**config.mk**
```make
export PLATFORM = sky130hd
export DESIGN_NAME = usb_config_descriptor_parser
export DESIGN_NICKNAME = d
export VERILOG_FILES = /design/src/rtl/ucdp_pkg.sv /design/src/rtl/ucdp_res_fifo.sv /design/src/rtl/usb_config_descriptor_parser.sv
export SDC_FILE = /design/constraint.sdc
export NUM_CORES = 1
export LEC_CHECK = 0
export BUFFER_PORTS_ARGS = -buffer_cell sky130_fd_sc_hd__buf_2
export CELL_PAD_IN_SITES_DETAIL_PLACEMENT = 0
export CELL_PAD_IN_SITES_GLOBAL_PLACEMENT = 1
export CORE_AREA = 8 8 240 242
export DETAILED_ROUTE_END_ITERATION = 6
export DIE_AREA = 0 0 248 250
export GPL_TIMING_DRIVEN = 1
export PLACE_DENSITY_LB_ADDON = 0.1
export SETUP_SLACK_MARGIN = 0.05
export SLEW_MARGIN = 20
export SYNTH_ARGS = -nofsm -noshare
export SYNTH_HDL_FRONTEND = slang
export SYNTH_SLANG_ARGS = --single-unit
```
**constraint.sdc**
```tcl
create_clock -name i_clk -period 14.3 [get_ports i_clk]
set_clock_uncertainty 0.15 [all_clocks]
set_input_delay 2.86 -clock i_clk [delete_from_list [all_inputs] [get_ports i_clk]]
set_output_delay 2.86 -clock i_clk [all_outputs]
set_load 0.03 [all_outputs]
```
**src/rtl/ucdp_pkg.sv**
```systemverilog
// shared types and constants of the configuration descriptor parser
package ucdp_pkg;

    localparam logic [1:0] KIND_IFACE = 2'd0;
    localparam logic [1:0] KIND_ENDP  = 2'd1;
    localparam logic [1:0] KIND_EXTRA = 2'd2;
    localparam logic [1:0] KIND_ERROR = 2'd3;

    localparam logic ERR_TRUNC    = 1'b0;
    localparam logic ERR_NOT_CONF = 1'b1;

    localparam logic CFG_MAX_EP   = 1'b0;
    localparam logic CFG_CAPACITY = 1'b1;

    localparam logic [7:0] DESC_CONFIG = 8'd2;
    localparam logic [7:0] DESC_IFACE  = 8'd4;
    localparam logic [7:0] DESC_ENDP   = 8'd5;

    localparam int FIFO_DEPTH = 4;
    localparam int FIFO_PTR_W = $clog2(FIFO_DEPTH);
    localparam int FIFO_CNT_W = $clog2(FIFO_DEPTH + 1);

    typedef struct packed {
        logic [1:0]  record_kind;
        logic        error_code;
        logic [7:0]  config_value;
        logic [7:0]  iface_number;
        logic [7:0]  alt_setting;
        logic [4:0]  endpoint_count;
        logic [3:0]  endpoint_slot;
        logic [7:0]  endpoint_address;
        logic [7:0]  endpoint_attributes;
        logic [15:0] max_packet;
        logic [7:0]  poll_interval;
        logic [7:0]  extra_value;
    } t_rec;

    typedef struct packed {
        logic space2;
        logic valid;
    } t_fifo_stat;

    function automatic t_rec mk_error(input logic code);
        t_rec r;
        r = '0;
        r.record_kind = KIND_ERROR;
        r.error_code  = code;
        return r;
    endfunction

    function automatic t_rec mk_extra(input logic [7:0] cfg, input logic [15:0] iface,
                                      input logic [7:0] val);
        t_rec r;
        r = '0;
        r.record_kind  = KIND_EXTRA;
        r.config_value = cfg;
        r.iface_number = iface[15:8];
        r.alt_setting  = iface[7:0];
        r.extra_value  = val;
        return r;
    endfunction

    function automatic t_rec mk_iface(input logic [7:0] cfg, input logic [15:0] iface,
                                      input logic [4:0] total);
        t_rec r;
        r = '0;
        r.record_kind    = KIND_IFACE;
        r.config_value   = cfg;
        r.iface_number   = iface[15:8];
        r.alt_setting    = iface[7:0];
        r.endpoint_count = total;
        return r;
    endfunction

    function automatic t_rec mk_endp(input logic [7:0] cfg, input logic [15:0] iface,
                                     input logic [4:0] total, input logic [3:0] slot,
                                     input logic [39:0] fields);
        t_rec r;
        r = '0;
        r.record_kind         = KIND_ENDP;
        r.config_value        = cfg;
        r.iface_number        = iface[15:8];
        r.alt_setting         = iface[7:0];
        r.endpoint_count      = total;
        r.endpoint_slot       = slot;
        r.endpoint_address    = fields[7:0];
        r.endpoint_attributes = fields[15:8];
        r.max_packet          = fields[31:16];
        r.poll_interval       = fields[39:32];
        return r;
    endfunction

endpackage

```
**src/rtl/ucdp_res_fifo.sv**
```systemverilog
// result queue taking up to two words per cycle and giving one
module ucdp_res_fifo (
    input  logic                i_clk,
    input  logic                i_rst_n,
    input  logic [1:0]          i_push_cnt,
    input  ucdp_pkg::t_rec      i_rec0,
    input  ucdp_pkg::t_rec      i_rec1,
    output ucdp_pkg::t_fifo_stat o_stat,
    input  logic                i_pop,
    output ucdp_pkg::t_rec      o_rec
);

    ucdp_pkg::t_rec                       r_mem [ucdp_pkg::FIFO_DEPTH];
    logic [ucdp_pkg::FIFO_PTR_W-1:0]      r_wr;
    logic [ucdp_pkg::FIFO_PTR_W-1:0]      r_rd;
    logic [ucdp_pkg::FIFO_CNT_W-1:0]      r_cnt;
    logic [ucdp_pkg::FIFO_PTR_W-1:0]      wr1;
    logic                                 pop_ok;

    assign wr1    = r_wr + ucdp_pkg::FIFO_PTR_W'(1);
    assign pop_ok = i_pop && (r_cnt != '0);

    assign o_stat.valid  = (r_cnt != '0);
    assign o_stat.space2 = (r_cnt <= ucdp_pkg::FIFO_CNT_W'(ucdp_pkg::FIFO_DEPTH - 2));
    assign o_rec         = r_mem[r_rd];

    always_ff @(posedge i_clk) begin
        for (int i = 0; i < ucdp_pkg::FIFO_DEPTH; i++) begin
            if (i_push_cnt != 2'd0 && r_wr == ucdp_pkg::FIFO_PTR_W'(i)) begin
                r_mem[i] <= i_rec0;
            end
            if (i_push_cnt == 2'd2 && wr1 == ucdp_pkg::FIFO_PTR_W'(i)) begin
                r_mem[i] <= i_rec1;
            end
        end
    end

    always_ff @(posedge i_clk) begin
        if (!i_rst_n) begin
            r_wr  <= '0;
            r_rd  <= '0;
            r_cnt <= '0;
        end else begin
            r_wr  <= r_wr + ucdp_pkg::FIFO_PTR_W'(i_push_cnt);
            r_rd  <= r_rd + ucdp_pkg::FIFO_PTR_W'(pop_ok);
            r_cnt <= r_cnt + ucdp_pkg::FIFO_CNT_W'(i_push_cnt)
                     - ucdp_pkg::FIFO_CNT_W'(pop_ok);
        end
    end

endmodule

```
**src/rtl/usb_config_descriptor_parser.sv**
```systemverilog
// throughput: one byte per cycle while the result queue has two free slots; a byte giving two
//   words is absorbed by a four-word result queue, so the output port sets the long-run rate
// input register, one parse step, result queue; new bytes wait while the queue lacks two slots
// reset: synchronous active low, clears parse state and queue, max_endpoints 8, capacity 256
module usb_config_descriptor_parser (
    input  logic        i_clk,
    input  logic        i_rst_n,
    input  logic        i_cfg_we,
    input  logic        i_cfg_index,
    input  logic [9:0]  i_cfg_data,
    input  logic        i_in_valid,
    output logic        o_in_ready,
    input  logic [7:0]  i_data_byte,
    input  logic        i_first_of_buffer,
    input  logic [10:0] i_buffer_length,
    output logic        o_out_valid,
    input  logic        i_out_ready,
    output logic [1:0]  o_record_kind,
    output logic        o_error_code,
    output logic [7:0]  o_config_value,
    output logic [7:0]  o_iface_number,
    output logic [7:0]  o_alt_setting,
    output logic [4:0]  o_endpoint_count,
    output logic [3:0]  o_endpoint_slot,
    output logic [7:0]  o_endpoint_address,
    output logic [7:0]  o_endpoint_attributes,
    output logic [15:0] o_max_packet,
    output logic [7:0]  o_poll_interval,
    output logic [7:0]  o_extra_value
);

    localparam logic [2:0] PH_CONF  = 3'd0;
    localparam logic [2:0] PH_IFACE = 3'd1;
    localparam logic [2:0] PH_ENDP  = 3'd2;
    localparam logic [2:0] PH_DONE  = 3'd3;
    localparam logic [2:0] PH_HALT  = 3'd4;

    localparam logic [10:0] BOFF_MAX    = 11'h7FF;

    // configuration
    logic [4:0]  r_max_ep;
    logic [9:0]  r_cap;

    // input register
    logic        r_in_valid;
    logic [7:0]  r_in_byte;
    logic        r_in_first;
    logic [10:0] r_in_len;

    // parse state
    logic [10:0] r_boff,    n_boff;
    logic [7:0]  r_doff,    n_doff;
    logic [7:0]  r_dlen,    n_dlen;
    logic [7:0]  r_dkind,   n_dkind;
    logic [2:0]  r_phase,   n_phase;
    logic [7:0]  r_ifl,     n_ifl;
    logic [4:0]  r_epl,     n_epl;
    logic [7:0]  r_config,  n_config;
    logic [15:0] r_iface,   n_iface;
    logic [9:0]  r_xused,   n_xused;
    logic        r_xkeep,   n_xkeep;
    logic [39:0] r_epf,     n_epf;
    logic [7:0]  r_held,    n_held;
    logic [4:0]  r_eptotal, n_eptotal;

    ucdp_pkg::t_fifo_stat fifo_stat;
    ucdp_pkg::t_rec       recs [2];
    ucdp_pkg::t_rec       head;
    logic [1:0]           push_cnt;
    logic                 proc_fire;

    assign proc_fire  = r_in_valid && fifo_stat.space2;
    assign o_in_ready = !r_in_valid || proc_fire;

    always_comb begin
        logic [10:0] pos;
        logic        last;
        logic        stop;
        logic [4:0]  lim;
        logic [7:0]  b;
        logic [7:0]  doff_inc;
        logic [4:0]  slot_w;
        n_boff    = r_boff;
        n_doff    = r_doff;
        n_dlen    = r_dlen;
        n_dkind   = r_dkind;
        n_phase   = r_phase;
        n_ifl     = r_ifl;
        n_epl     = r_epl;
        n_config  = r_config;
        n_iface   = r_iface;
        n_xused   = r_xused;
        n_xkeep   = r_xkeep;
        n_epf     = r_epf;
        n_held    = r_held;
        n_eptotal = r_eptotal;
        push_cnt  = 2'd0;
        recs[0]   = '0;
        recs[1]   = '0;
        b         = r_in_byte;
        pos       = '0;
        last      = 1'b0;
        stop      = 1'b0;
        doff_inc  = '0;
        slot_w    = '0;
        if (r_max_ep == 5'd0) begin
            lim = 5'd1;
        end else if (r_max_ep > 5'd16) begin
            lim = 5'd16;
        end else begin
            lim = r_max_ep;
        end
        if (proc_fire) begin
            if (r_in_first) begin
                n_boff  = '0;
                n_doff  = '0;
                n_phase = PH_CONF;
                n_ifl   = '0;
                n_epl   = '0;
                n_xused = '0;
                n_xkeep = 1'b0;
            end
            pos = n_boff;
            if (n_boff != BOFF_MAX) begin
                n_boff = n_boff + 11'd1;
            end
            if (n_phase < PH_DONE && pos < r_in_len) begin
                last = ({1'b0, pos} + 12'd1) >= {1'b0, r_in_len};
                if (n_doff == 8'd0) begin
                    // length byte
                    if (b < 8'd2 || ({1'b0, pos} + {4'b0, b}) > {1'b0, r_in_len}) begin
                        n_phase = PH_HALT;
                        recs[push_cnt[0]] = ucdp_pkg::mk_error(ucdp_pkg::ERR_TRUNC);
                        push_cnt = push_cnt + 2'd1;
                    end else begin
                        n_dlen = b;
                        n_held = b;
                        n_doff = 8'd1;
                        if (n_phase == PH_CONF) begin
                            n_ifl    = '0;
                            n_config = '0;
                        end
                        if (last) begin
                            n_phase = PH_HALT;
                            recs[push_cnt[0]] = ucdp_pkg::mk_error(ucdp_pkg::ERR_TRUNC);
                            push_cnt = push_cnt + 2'd1;
                        end
                    end
                end else begin
                    if (n_doff == 8'd1) begin
                        // type byte
                        n_dkind = b;
                        if (n_phase == PH_CONF && b != ucdp_pkg::DESC_CONFIG) begin
                            n_phase = PH_HALT;
                            n_doff  = '0;
                            stop    = 1'b1;
                            recs[push_cnt[0]] = ucdp_pkg::mk_error(ucdp_pkg::ERR_NOT_CONF);
                            push_cnt = push_cnt + 2'd1;
                        end else begin
                            if (n_phase == PH_IFACE && b == ucdp_pkg::DESC_IFACE) begin
                                n_iface   = '0;
                                n_eptotal = '0;
                            end
                            if (n_phase == PH_ENDP && b != ucdp_pkg::DESC_ENDP) begin
                                n_xkeep = ({1'b0, n_xused} + {3'b0, r_dlen}) <= {1'b0, r_cap};
                                if (r_dlen == 8'd2 && last) begin
                                    n_xkeep = 1'b0;
                                end
                                if (n_xkeep) begin
                                    n_xused = n_xused + {2'b0, r_dlen};
                                    recs[0] = ucdp_pkg::mk_extra(n_config, n_iface, r_held);
                                    recs[1] = ucdp_pkg::mk_extra(n_config, n_iface, b);
                                    push_cnt = 2'd2;
                                end
                            end
                        end
                    end else if (n_phase == PH_CONF) begin
                        if (n_doff == 8'd4) begin
                            n_ifl = b;
                        end else if (n_doff == 8'd5) begin
                            n_config = b;
                        end
                    end else if (n_phase == PH_IFACE) begin
                        if (r_dkind == ucdp_pkg::DESC_IFACE) begin
                            if (n_doff == 8'd2) begin
                                n_iface[15:8] = b;
                            end else if (n_doff == 8'd3) begin
                                n_iface[7:0] = b;
                            end else if (n_doff == 8'd4) begin
                                n_eptotal = ({3'b0, lim} < b) ? lim : b[4:0];
                            end
                        end
                    end else begin
                        if (r_dkind == ucdp_pkg::DESC_ENDP) begin
                            unique case (n_doff)
                                8'd2:    n_epf[7:0]   = b;
                                8'd3:    n_epf[15:8]  = b;
                                8'd4:    n_epf[23:16] = b;
                                8'd5:    n_epf[31:24] = b;
                                8'd6:    n_epf[39:32] = b;
                                default: n_epf        = n_epf;
                            endcase
                        end else if (n_xkeep) begin
                            recs[push_cnt[0]] = ucdp_pkg::mk_extra(n_config, n_iface, b);
                            push_cnt = push_cnt + 2'd1;
                        end
                    end

                    if (!stop) begin
                        // end of descriptor
                        doff_inc = n_doff + 8'd1;
                        n_doff   = doff_inc;
                        if (doff_inc >= r_dlen) begin
                            n_doff = '0;
                            if (n_phase == PH_CONF) begin
                                n_phase = (n_ifl != 8'd0) ? PH_IFACE : PH_DONE;
                            end else if (n_phase == PH_IFACE) begin
                                if (n_dkind == ucdp_pkg::DESC_IFACE) begin
                                    recs[push_cnt[0]] =
                                        ucdp_pkg::mk_iface(n_config, n_iface, n_eptotal);
                                    push_cnt = push_cnt + 2'd1;
                                    n_ifl   = n_ifl - 8'd1;
                                    n_xused = '0;
                                    n_epl   = n_eptotal;
                                    if (n_eptotal != 5'd0) begin
                                        n_phase = PH_ENDP;
                                    end else begin
                                        n_phase = (n_ifl != 8'd0) ? PH_IFACE : PH_DONE;
                                    end
                                end
                            end else if (n_dkind == ucdp_pkg::DESC_ENDP) begin
                                slot_w = n_eptotal - n_epl;
                                recs[push_cnt[0]] = ucdp_pkg::mk_endp(n_config, n_iface,
                                                                      n_eptotal, slot_w[3:0],
                                                                      n_epf);
                                push_cnt = push_cnt + 2'd1;
                                n_epl = n_epl - 5'd1;
                                if (n_epl == 5'd0) begin
                                    n_phase = (n_ifl != 8'd0) ? PH_IFACE : PH_DONE;
                                end
                            end
                        end
                        if (last && n_phase < PH_DONE) begin
                            n_phase = PH_HALT;
                            recs[push_cnt[0]] = ucdp_pkg::mk_error(ucdp_pkg::ERR_TRUNC);
                            push_cnt = push_cnt + 2'd1;
                        end
                    end
                end
            end
        end
    end

    always_ff @(posedge i_clk) begin
        if (!i_rst_n) begin
            r_max_ep <= 5'd8;
            r_cap    <= 10'd256;
        end else if (i_cfg_we) begin
            unique case (i_cfg_index)
                ucdp_pkg::CFG_MAX_EP:   r_max_ep <= i_cfg_data[4:0];
                ucdp_pkg::CFG_CAPACITY: r_cap    <= i_cfg_data;
            endcase
        end
    end

    always_ff @(posedge i_clk) begin
        if (i_in_valid && o_in_ready) begin
            r_in_byte  <= i_data_byte;
            r_in_first <= i_first_of_buffer;
            r_in_len   <= i_buffer_length;
        end
    end

    always_ff @(posedge i_clk) begin
        if (!i_rst_n) begin
            r_in_valid <= 1'b0;
            r_boff     <= '0;
            r_doff     <= '0;
            r_dlen     <= '0;
            r_dkind    <= '0;
            r_phase    <= PH_CONF;
            r_ifl      <= '0;
            r_epl      <= '0;
            r_config   <= '0;
            r_iface    <= '0;
            r_xused    <= '0;
            r_xkeep    <= 1'b0;
            r_epf      <= '0;
            r_held     <= '0;
            r_eptotal  <= '0;
        end else begin
            if (o_in_ready) begin
                r_in_valid <= i_in_valid;
            end
            r_boff    <= n_boff;
            r_doff    <= n_doff;
            r_dlen    <= n_dlen;
            r_dkind   <= n_dkind;
            r_phase   <= n_phase;
            r_ifl     <= n_ifl;
            r_epl     <= n_epl;
            r_config  <= n_config;
            r_iface   <= n_iface;
            r_xused   <= n_xused;
            r_xkeep   <= n_xkeep;
            r_epf     <= n_epf;
            r_held    <= n_held;
            r_eptotal <= n_eptotal;
        end
    end

    ucdp_res_fifo u_fifo (
        .i_clk      (i_clk),
        .i_rst_n    (i_rst_n),
        .i_push_cnt (push_cnt),
        .i_rec0     (recs[0]),
        .i_rec1     (recs[1]),
        .o_stat     (fifo_stat),
        .i_pop      (i_out_ready),
        .o_rec      (head)
    );

    assign o_out_valid           = fifo_stat.valid;
    assign o_record_kind         = head.record_kind;
    assign o_error_code          = head.error_code;
    assign o_config_value        = head.config_value;
    assign o_iface_number        = head.iface_number;
    assign o_alt_setting         = head.alt_setting;
    assign o_endpoint_count      = head.endpoint_count;
    assign o_endpoint_slot       = head.endpoint_slot;
    assign o_endpoint_address    = head.endpoint_address;
    assign o_endpoint_attributes = head.endpoint_attributes;
    assign o_max_packet          = head.max_packet;
    assign o_poll_interval       = head.poll_interval;
    assign o_extra_value         = head.extra_value;

endmodule

```
# ---- After elaboration in Yosys (flattened, before gate mapping)
# Memory sizes are Yosys's and may differ from the RTL's. A register that Yosys moved wholly into a read port is not among the register bits.
# Cells that the tools add are included.
dict set report totals {
  reg_bits 174
  latch_bits 0
  ramBits 336
  mem_bits_ro 0
  memories 1
}
dict set report op_classes {
  addsub 16
  n_mul 0
  div 0
  magnitude_cmp 15
  n_eq_ne 27
  n_shift 0
  n_mux 245
  n_bitwise 12
  reduce_logical 41
}
# memory depth width read_ports rd_clocked_by_memory_dff wr line_no
set mem_list {}
lappend mem_list {u_fifo.r_mem 4 84 1 1 2 ucdp_res_fifo.sv:13} ;# ucdp_pkg::t_rec r_mem [ucdp_pkg::FIFO_DEPTH];
# cell n
set op_table {}
lappend op_table {{$mux W168} 15}
lappend op_table {{$mux W84} 26}
lappend op_table {{$mux W8} 50}
lappend op_table {{$bwmux W168} 2}
lappend op_table {{$mux W40} 7}
lappend op_table {{$demux W84 S1} 2}
lappend op_table {{$reduce_or A84 Y1} 2}
lappend op_table {{$and A164 B164 Y164} 1}
lappend op_table {{$not A164 Y164} 1}
lappend op_table {{$mux W16} 9}
lappend op_table {{$mux W10} 13}
lappend op_table {{$mux W5} 25}
lappend op_table {{$mux W3} 23}
lappend op_table {{$eq A8 B3 Y1 const B} 8}
lappend op_table {{$mux W2} 27}
lappend op_table {{$mux W1} 43}
lappend op_table {{$mux W11} 3}
lappend op_table {{$eq A8 B2 Y1 const B} 3}
lappend op_table {{$logic_and A1 B1 Y1} 19}
lappend op_table {{$reduce_bool A8 Y1} 2}
lappend op_table {{$add A11 B1 Y12 const B} 1}
lappend op_table {{$add A11 B8 Y12} 1}
lappend op_table {{$ge A12 B11 Y1} 1}
lappend op_table {{$gt A12 B11 Y1} 1}
lappend op_table {{other kinds (48)} 71}

# ---- Depth between registers and ports, before layout
# Gate-level depths: netlist of the first run.
dict set report depth {
  word_depth 43
  depth_mapped 36
}

# ---- By module
# Synthesis of the first run repeated with hierarchy kept, for this count alone.
dict set report hier_totals {
  cells_unflattened 2463
  area_unflattened_um2 29102.9
}
# mod instances cells_each area_per_inst_um2 seq_area_each_um2
set modules_own_cells {}
lappend modules_own_cells {ucdp_res_fifo 1 860 17169.0 10229.8}
lappend modules_own_cells {usb_config_descriptor_parser 1 1603 11933.9 3543.4}

# ---- Worst setup path before layout of the first run
# No wires, ideal clock.
dict set report synth_timing {
  kind {reg-to-reg}
  from {reg r_in_first}
  to {mem u_fifo.r_mem[2][0] (netlist bit) (enable)}
  setup_ps 643
  t_arrival_ps 12133
  required_time_ps 13507
  setup_slack_ps 1374
  path_stages_with_launch 33
  cell_sequence {edfxtp_1 > clkbuf_1 > clkbuf_1 > clkbuf_1 > clkbuf_1 > clkbuf_1 > nor2b_1 > ha_1 > a21o_1 > a21oi_1 > o21bai_1 > a21oi_1 > o21bai_1 > a21oi_1 > nor2b_1 > o21ai_0 > mux2_2 > ha_1 > and3_1 > o21ai_0 > a31o_2 > a22o_1 > nand3_1 > inv_1 > ha_1 > nor4_1 > o21ai_0 > nor3_1 > or2_1 > buf_2 > inv_2 > buf_4 > o21ai_0}
}
# element line_no
set synth_rtl {}
lappend synth_rtl {{from (decl)} usb_config_descriptor_parser.sv:47} ;# logic r_in_first;
lappend synth_rtl {{from (signal assigned)} usb_config_descriptor_parser.sv:269} ;# r_in_first <= i_first_of_buffer;
lappend synth_rtl {{to (decl)} ucdp_res_fifo.sv:13}

==> summary by stage, run 1 <==
Worst hold path
The launch point of the worst hold path is r_cap[9]. The type of the worst min-delay path is reg -> reg. The worst hold path passes through 2 cells.

Logic synthesis
The synthesized design devotes to its leading area cell type 40.2% of total area. The post-synthesis cell area is 0.0266 mm^2. The share of synthesized area occupied by flip-flops and latches is 51.8%. Counting flops and latches in the post-synthesis netlist gives 510.

The mean post-synth cell area is 11.4 um^2. The number of distinct library cells after synthesis is 86. The cell type with the largest total area after synthesis is edfxtp_1.

For this run, asynchronously set or reset flops after synthesis account for 0%. The Yosys step of the flow raised 0 warnings. Ranked by total cell area, the synthesized netlist is headed by edfxtp_1 (40%), dfxtp_1 (12%), mux4_2 (7.1%).

The number of synthesized flops with an enable pin is 356. Synthesis produced a netlist with a net count of 2,460. After technology mapping, the gate count stands at 2,332.

In the synthesized netlist the dominant register cell turns out to be edfxtp_1.

Worst setup path
Of all nets on the critical path, the largest fanout is 60. The critical path in this run is classified as reg -> reg. The launch point of the critical path is r_in_first. STA classifies the critical path endpoint as a register.

The worst register-to-register path begins at r_in_first. STA classifies the critical path startpoint as a register. The required time at the endpoint of the critical path is 14.39 ns. The data arrival time of the critical path is 8.12 ns. The worst register-to-register path has a depth of 26.

Drt
The first detailed-routing pass took 5 iterations. The number of violations reported at the end of detailed-routing iteration 0 is 1,483. After detailed routing, the met2 layer carries 35,900 um of wire. The routed design has 75,900 um of wire. In this run the top signal layer used is met4. The post-detailed-route count of antenna-violating nets is 0.

The met3 layer wire length in the routed design is 4200 um. The via count is 19,000. The per-cell routed wire length is 24.1 um.

The average vias per placed instance is 6.04. The number of remaining DRC errors is 0. The wire length the detailed router placed on met1 is 33,800 um.

Cells and area
The final instance area is 0.0296 mm^2. Leaving out fill and tap cells, the most frequent cell in the layout is edfxtp_1. In the final layout, the share of cells above drive strength 1 is 15.9%. The top cell types in the final layout, fill and taps aside, are edfxtp_1 (356), nor2_1 (232), nand2_1 (215), mux2i_1 (158), dfxtp_1 (152). In the final design database the tool counted 2,535 nets. From synthesis to final layout, the design area changed by 11.4%.

The final core area utilization is 55.4%.

Pwr
Net switching is 29.7% of the power. Summed over all nets, the switching power comes to 1.14 mW. The largest vdd supply drop is 0.000103 V. In this run, the clock network consumes 37.1% of the power.

Power spread over the standard cell area amounts to 130 mW/mm^2. Combinational cells account for 19.7% of the total power. The internal power of the cells totals 2.71 mW. The analysis attributes to cell leakage a power of 10.5 nW. The fraction of power consumed by sequential logic is 43.2%.

Place
The placed instances occupy a cell area of 0.0278 mm^2. The wire-length estimate of the detail-placed layout is 47,900 um. The count of input and output buffers is 121. The congestion estimate from routability-driven global placement came to 0.942.

Floorplan
Pin placement for this block handled 122 I/O pins. The effective utilization at floorplan is 49.7%. The die covers 0.0620 mm^2. The number of rows in the core area is 85.

The die span in y is 250 um. In this run the standard cell core region covers 0.0535 mm^2. The width of the die is 248 um.

STA
For this run, the top clock speed supported by timing is 0.125 GHz. For the pin with the worst max-slew slack, the measured transition is 1.05 ns. The worst slew slack as a fraction of its limit is 30.3%.

The minimum clock period after layout is 8.03 ns. The final number of max-transition violations came to 0. The final critical-path share of the clock period is 56.1%. The final total negative setup slack is 0 ns. Setup repair after global routing left no endpoint under its margin. The final count of hold timing violations is 0. Setup violations remaining at the end of the flow were counted as 0.

Clock network
TritonCTS built the clock tree. The number of hold buffers added after CTS was 0. In this run the deepest clock path goes through 3 buffers. At the later pin of the worst-skew pair, clock insertion delay measures 0.63 ns.

The number of levels the H-tree was split into is 2. After clock tree synthesis, the clock-pin slew on the worst setup and hold paths is 0.06 ns. The number of buffers inserted by post-CTS setup repair is 0.

The number of buffers added by the clock tree synthesis step is 55. The root buffer cell is clkbuf_16. The clock sink total is 510. Gates resized during post-CTS repair numbered 0.

Flow run
Across the run, the number of max-cap violations was 0.

Global routing
The global-route wire length before repair is 116,000 um. Entering global routing, the biggest net connects 74 pins. The via count of the first global-routing pass is 19,200. The number of antenna violations at the first check in global routing is 1.

The total overflow left after global routing is 0. The global-route total usage across every layer is 24.3%.

Run status
The flow ran to the end, and the final reports show no timing, DRC or antenna violations.
layout make-up:
| type | instances | area, um^2 |
|---|---|---|
| antenna | 1 | 2.50 |
| multi-input combinational | 1603 | 12000 |
| timing repair buffer | 162 | 913 |
| inverter | 75 | 284 |
| sequential | 510 | 13800 |
| clock buffer | 66 | 1420 |
| clock inverter | 35 | 384 |
| fill | 4566 | 23900 |
| tap | 696 | 871 |
flip-flops by register name, summed over array words and instances, names as in the netlist, 8 cells and up:
register / count
u_fifo.r_mem: 336
r_epf: 40
r_iface: 16
r_boff: 11
r_in_len: 11
r_cap: 10
r_xused: 10
r_config: 8
r_dkind: 8
r_doff: 8
r_held: 8
r_ifl: 8
r_in_byte: 8
synthesized netlist by cell type, types with 13 or more instances:
cell type and number:
a211oi_1 13, a21boi_0 44, a21oi_1 98, a22o_1 33
a22oi_1 36, and2_1 13, and3_1 30, buf_1 23
buf_2 14, clkbuf_1 91, dfxtp_1 154, edfxtp_1 356
ha_1 88, inv_1 72, mux2_2 25, mux2i_1 158
mux4_2 84, nand2_1 216, nand3_1 37, nand4_1 14
nor2_1 235, nor2b_1 94, nor3_1 94, nor4_1 15
o21a_1 21, o21ai_0 52, or3_1 13, xnor2_1 30
xor2_1 17
stage by stage:
step | power, mW | hold slack [ns] | setup WS, ns | instances
final | 3.85 | 0.312 | 6.27 | 3148
after global routing | 3.99 | 0.333 | 5.60 | 3147
after CTS | 3.89 | 0.312 | 6.28 | 3147
after detailed placement | 2.46 | 0.303 | 6.27 | 3046
after global placement | 2.46 | 0.292 | 6.44 | 3046
after floorplan | 2.22 | 0.282 | 1.37 | 2332
cells by family (layout without fill, tap and decap cells):
group / Yosys count / in the layout / synth area share (%)
xor+xnor: 47 / 47 / 1.55
other cells: 0 / 1 / 0
simple gates: 811 / 811 / 14.7
compound gates: 386 / 386 / 9.92
buf+inv: 219 / 338 / 3.49
fa+ha+maj: 92 / 92 / 4.44
mux: 267 / 267 / 14.1
flops: 510 / 510 / 51.8
worst max-delay path, cell delays in order, from the launching register on:
cell,delay [ns]
edfxtp_1,0.54
nor2b_1,0.24
ha_1,0.26
a21o_1,0.16
a21oi_1,0.21
o21bai_1,0.09
a21oi_1,0.22
o21bai_1,0.09
a21oi_1,0.22
nor2b_1,0.06
o21ai_0,0.17
mux2_2,0.37
ha_1,0.29
and3_1,0.21
o21ai_0,0.10
a31o_2,0.22
a22o_1,0.27
nand3_1,0.19
inv_1,0.16
ha_1,0.31
nor4_1,0.40
o21ai_0,0.16
nor3_1,0.15
or2_1,0.31
inv_2,0.27
o21ai_4,0.88
buf_4,0.87
power by group through the flow:
stage | clock network, mW | registers (mW) | logic [mW]
2_1_floorplan | 0 | 1.64 | 0.579
3_3_place_gp | 0 | 1.70 | 0.760
3_5_place_dp | 0 | 1.70 | 0.763
4_1_cts | 1.46 | 1.67 | 0.764
5_1_grt | 1.51 | 1.67 | 0.805
6_report | 1.43 | 1.66 | 0.757
final timing paths:
path              slack [ns]                   to
setup / recovery        6.27  u_fifo.r_mem[0][39]
hold / removal          0.31             r_cap[9]
setup reg to reg        6.27  u_fifo.r_mem[0][39]
hold reg to reg         0.31             r_cap[9]
per-layer routing:
layer | vias to the layer above | global-route usage [%]
met5 | - | 0
met4 | 0 | 7.28
met1 | 9517 | 33.7
li1 | 8795 | -
met2 | 584 | 39.5
met3 | 120 | 3.05
(Power assumes the default switching activity.)
==> run 2, diff against run 1 <==
--- a/config.mk
+++ b/config.mk
@@ -5,12 +5,13 @@
 export SDC_FILE = /design/constraint.sdc
 export NUM_CORES = 1
 export LEC_CHECK = 0
+export ABC_AREA = 1
 export BUFFER_PORTS_ARGS = -buffer_cell sky130_fd_sc_hd__buf_2
 export CELL_PAD_IN_SITES_DETAIL_PLACEMENT = 0
 export CELL_PAD_IN_SITES_GLOBAL_PLACEMENT = 1
-export CORE_AREA = 8 8 240 242
+export CORE_AREA = 8 8 260 262
 export DETAILED_ROUTE_END_ITERATION = 6
-export DIE_AREA = 0 0 248 250
+export DIE_AREA = 0 0 268 270
 export GPL_TIMING_DRIVEN = 1
 export PLACE_DENSITY_LB_ADDON = 0.1
 export SETUP_SLACK_MARGIN = 0.05
==> constraint.sdc (replaced) <==
create_clock -name i_clk -period 7.7 [get_ports i_clk]
set_clock_uncertainty 0.15 [all_clocks]
set_input_delay 1.54 -clock i_clk [delete_from_list [all_inputs] [get_ports i_clk]]
set_output_delay 1.54 -clock i_clk [all_outputs]
set_load 0.03 [all_outputs]
==> summary by stage, run 2 <==
Place
The instance area at placement is 0.0309 mm^2 (was 0.0278 mm^2). The placed wire-length estimate after detailed placement is 60,200 um (was 47,900 um). The final RePlAce weighted congestion came to 0.961 (was 0.942). The count of input and output buffers was 121 (unchanged).

Pwr
The combinational share of power is 33.7% (was 19.7%). The power density of the placed cells is 279 mW/mm^2 (was 130 mW/mm^2). The power share of the clock group is 30.3% (was 37.1%).

The net load switching power is 3.59 mW (was 1.14 mW). The internal power of the cells came to 5.55 mW (was 2.71 mW). The total leakage power was 14.5 nW (was 10.5 nW).

The fraction of power consumed by sequential logic was 36.0% (was 43.2%). The largest vdd supply drop is 0.000176 V (was 0.000103 V). The switching portion of total power is 39.3% (was 29.7%).

Global routing
The number of antenna violations at the first check in global routing is 4 (was 1). The global-route wire length before repair came to 148,000 um (was 116,000 um). The via count of the first global-routing pass was 25,100 (was 19,200).

The largest net degree at the start of global routing was 105 (was 74). The global-route total usage across every layer is 25.9% (was 24.3%). The global route total overflow is 0 (unchanged).

Clock network
The number of buffers on the longest clock path is 3 (unchanged). The number of cells upsized or downsized after cts is 0 (unchanged). The clock latency reported for the late side of the worst-skew pair came to 0.63 ns (about the same). The clock tree from TritonCTS is done (unchanged).

The number of buffers added by the clock tree synthesis step is 56 (was 55). The number of hold-repair buffers added at the cts stage is 0 (unchanged). The clock sink total is 510 (unchanged).

The root buffer cell is clkbuf_16 (unchanged). The number of levels the H-tree was split into was 2 (unchanged). The clock-pin transition on the worst setup and hold timing paths is 0.06 ns (about the same).

The number of buffers inserted by post-CTS setup repair is 0 (unchanged).

STA
The final critical-path share of the clock period is 88.9% (was 56.1%). RSZ-0062 raised after global routing: false (unchanged). The worst slew slack as a fraction of its limit is 27.6% (was 30.3%). The final total negative setup slack is 0 ns (unchanged). The final number of max-transition violations came to 0 (unchanged). The maximum operating frequency is 0.146 GHz (was 0.125 GHz). The minimum clock period after layout was 6.84 ns (was 8.03 ns). The pin slew with the least headroom to its limit is 1.09 ns (was 1.05 ns). The final setup violation count is 0 (unchanged).

The final count of hold timing violations was 0 (unchanged).

Cells and area
Largest registers: u_fifo.r_mem x336, r_epf x40, r_iface x16 (unchanged). The flip-flop count of the largest register after layout was 336 (unchanged). The final net count is 3,916 (was 2,535). Most frequent cells in the layout: nand2_1 (895), inv_1 (432), nor2_1 (403), edfxtp_1 (356), o21ai_0 (319) (was edfxtp_1 (356), nor2_1 (232), nand2_1 (215), mux2i_1 (158), dfxtp_1 (152)).

The final instance area is 0.0328 mm^2 (was 0.0296 mm^2). The fraction of final layout cells with drive strength greater than 1 came to 11.0% (was 15.9%). The most flop-heavy register is u_fifo.r_mem (unchanged).

The leading cell type in the layout, fill and taps excluded was nand2_1 (was edfxtp_1). The synthesis-to-layout area growth is 11.4% (about the same).

Floorplan
The core region area is 0.0636 mm^2 (was 0.0535 mm^2). The width of the die came to 268 um (was 248 um). The number of rows in the core area was 93 (was 85). The die footprint was 0.0724 mm^2 (was 0.0620 mm^2).

The effective utilization at floorplan is 46.3% (was 49.7%). The die span in y is 270 um (was 250 um). The boundary pin count is 122 (unchanged).

Logic synthesis
The cell type with the largest total area after synthesis is edfxtp_1 (unchanged). The number of instances in the synthesized netlist was 3,764 (was 2,332). The share of synthesized area occupied by flip-flops and latches came to 46.8% (was 51.8%). The total number of yosys warnings is 0 (unchanged). The portion of synthesized cell area occupied by the leading cell type came to 36.3% (was 40.2%).

The mean post-synth cell area is 7.82 um^2 (was 11.4 um^2). Ranking of synthesized cells by instance count: nand2_1 (899), inv_1 (435), nor2_1 (409), edfxtp_1 (356), o21ai_0 (319) (was edfxtp_1 (356), nor2_1 (235), nand2_1 (216), mux2i_1 (158), dfxtp_1 (154)). Main area contributors after synthesis: edfxtp_1 (36%), nand2_1 (11%), dfxtp_1 (10%) (was edfxtp_1 (40%), dfxtp_1 (12%), mux4_2 (7.1%)). The main flop type after synthesis is edfxtp_1 (unchanged). The number of synthesized flops with an enable pin is 356 (unchanged). The most instantiated library cell after synthesis is nand2_1 (was edfxtp_1). The post-synth net total was 3,892 (was 2,460). The number of distinct library cells after synthesis is 55 (was 86). The post-synthesis cell area is 0.0294 mm^2 (was 0.0266 mm^2). The fraction of registers with async set or reset after synthesis came to 0% (unchanged). The count of state elements after synthesis is 510 (unchanged).

Run status
Status: finished, final reports clean (unchanged).

Worst setup path
The kind of critical path is reg -> reg (unchanged). The buffers plus inverters on the worst setup path is 5 (was 3). The cell class contributing the biggest share of worst-path delay is simple AND/OR/NAND/NOR gates (was compound AO/OA/AOI/OAI gates). Counting stages on the worst path, the most repeated cell is nand2_1.

The required time at the endpoint of the critical path is 7.87 ns (was 14.39 ns). The data arrival time of the critical path was 7.01 ns (was 8.12 ns). The peak fanout along the critical path is 52 (was 60). The longest individual stage delay on the worst path was 0.68 ns (was 0.88 ns). The type of destination of the critical path was a register (unchanged).

The critical path launch point type is a register (unchanged). The standard cell with the maximum stage delay on the critical path is edfxtp_1 (was o21ai_4).

Worst hold path
The type of the worst min-delay path is reg -> reg (unchanged).

Drt
The via count came to 26,300 (was 19,000). The wire length reported by the detailed router is 96,000 um (was 75,900 um). The average vias per placed instance was 5.60 (was 6.04). The post-detailed-route count of antenna-violating nets is 0 (unchanged). The number of iterations in the first detailed-routing pass is 6 (was 5). The wire length the detailed router placed on met1 is 40,900 um (was 33,800 um). The met3 layer wire length in the routed design is 7060 um (was 4200 um). The number of remaining DRC errors is 0 (unchanged). The top routing layer in use is met4 (unchanged). The routed length on met2 is 45,700 um (was 35,900 um).

The number of violations reported at the end of detailed-routing iteration 0 is 2,350 (was 1,483). The per-cell routed wire length came to 20.5 um (was 24.1 um).

Flow run
The total of max-cap violations is 0 (unchanged).
==> run 2: cell count changes after synthesis, moves of 60 or more <==
cell / delta
nand2_1: +683
nor3_1: -73
nor2b_1: -94
o21ai_0: +267
inv_1: +363
nand4_1: +143
a21oi_1: +112
mux4_2: -84
nor2_1: +174
mux2i_1: -142
o22ai_1: +89
nand3_1: +60
==> run 2: power groups by stage <==
stage          clock network [mW]  registers, mW  logic (mW)
3_5_place_dp                    0           3.35        3.09
3_3_place_gp                    0           3.34        3.05
2_1_floorplan                   0           3.30        2.10
6_report                     2.77           3.29        3.08
4_1_cts                      2.81           3.29        3.09
5_1_grt                      2.92           3.31        3.34
==> run 2: through the flow <==
stage          worst slack, ns  cells  total power [mW]  hold WS, ns  utilization (%)
2_1_floorplan            0.645   3764              5.40        0.285                -
3_3_place_gp              1.01   4585              6.39        0.299             48.5
3_5_place_dp             0.932   4585              6.43        0.303             48.6
4_1_cts                  0.903   4691              9.20        0.312             51.5
5_1_grt                  0.314   4691              9.58        0.337             51.5
6_report                 0.858   4692              9.14        0.312             51.5
==> run 2: cells by family (layout without fill, tap and decap cells) <==
kind of cell | after synthesis | count (layout) | share of synthesized area (%)
AOI/OAI and AO/OA | 730 | 730 | 13.8
xor gates and xnor gates | 34 | 34 | 1.01
adders and majority gates | 92 | 92 | 4.01
buffers and inverters | 711 | 783 | 9.65
DFF | 510 | 510 | 46.8
muxes | 16 | 16 | 0.544
other | 0 | 1 | 0
and+or+nand+nor | 1671 | 1671 | 24.2
==> run 2: worst reg2reg max path: cells and delay by family, from the launching register on <==
family	cells	cell delay [ns]
buf+inv	5	0.99
flops	1	0.68
fa+ha+maj	2	0.52
simple gates	19	3.37
xor+xnor	1	0.23
compound gates	4	0.57
==> run 2: layout make-up <==
type,instances,area (um^2)
multi-input combinational,2543,13000
sequential,510,13800
fill,6159,30900
inverter,491,1850
clock inverter,32,365
antenna,1,2.50
timing repair buffer,186,1260
tap,855,1070
clock buffer,74,1520
==> run 2: worst paths after layout <==
path | cells after the start | from | slack (ns) | to
max | 31 | r_in_first | 0.86 | u_fifo.r_mem[2][67]
min | 2 | r_epf[26] | 0.31 | r_epf[26]
max reg2reg | 31 | r_in_first | 0.86 | u_fifo.r_mem[2][67]
min reg2reg | 2 | r_epf[26] | 0.31 | r_epf[26]
==> run 2: routing by layer <==
layer	vias to the layer above	track usage [%]
met5	-	0
li1	12600	-
met4	0	6.59
met3	159	3.38
met1	12500	34.7
met2	1008	43.7
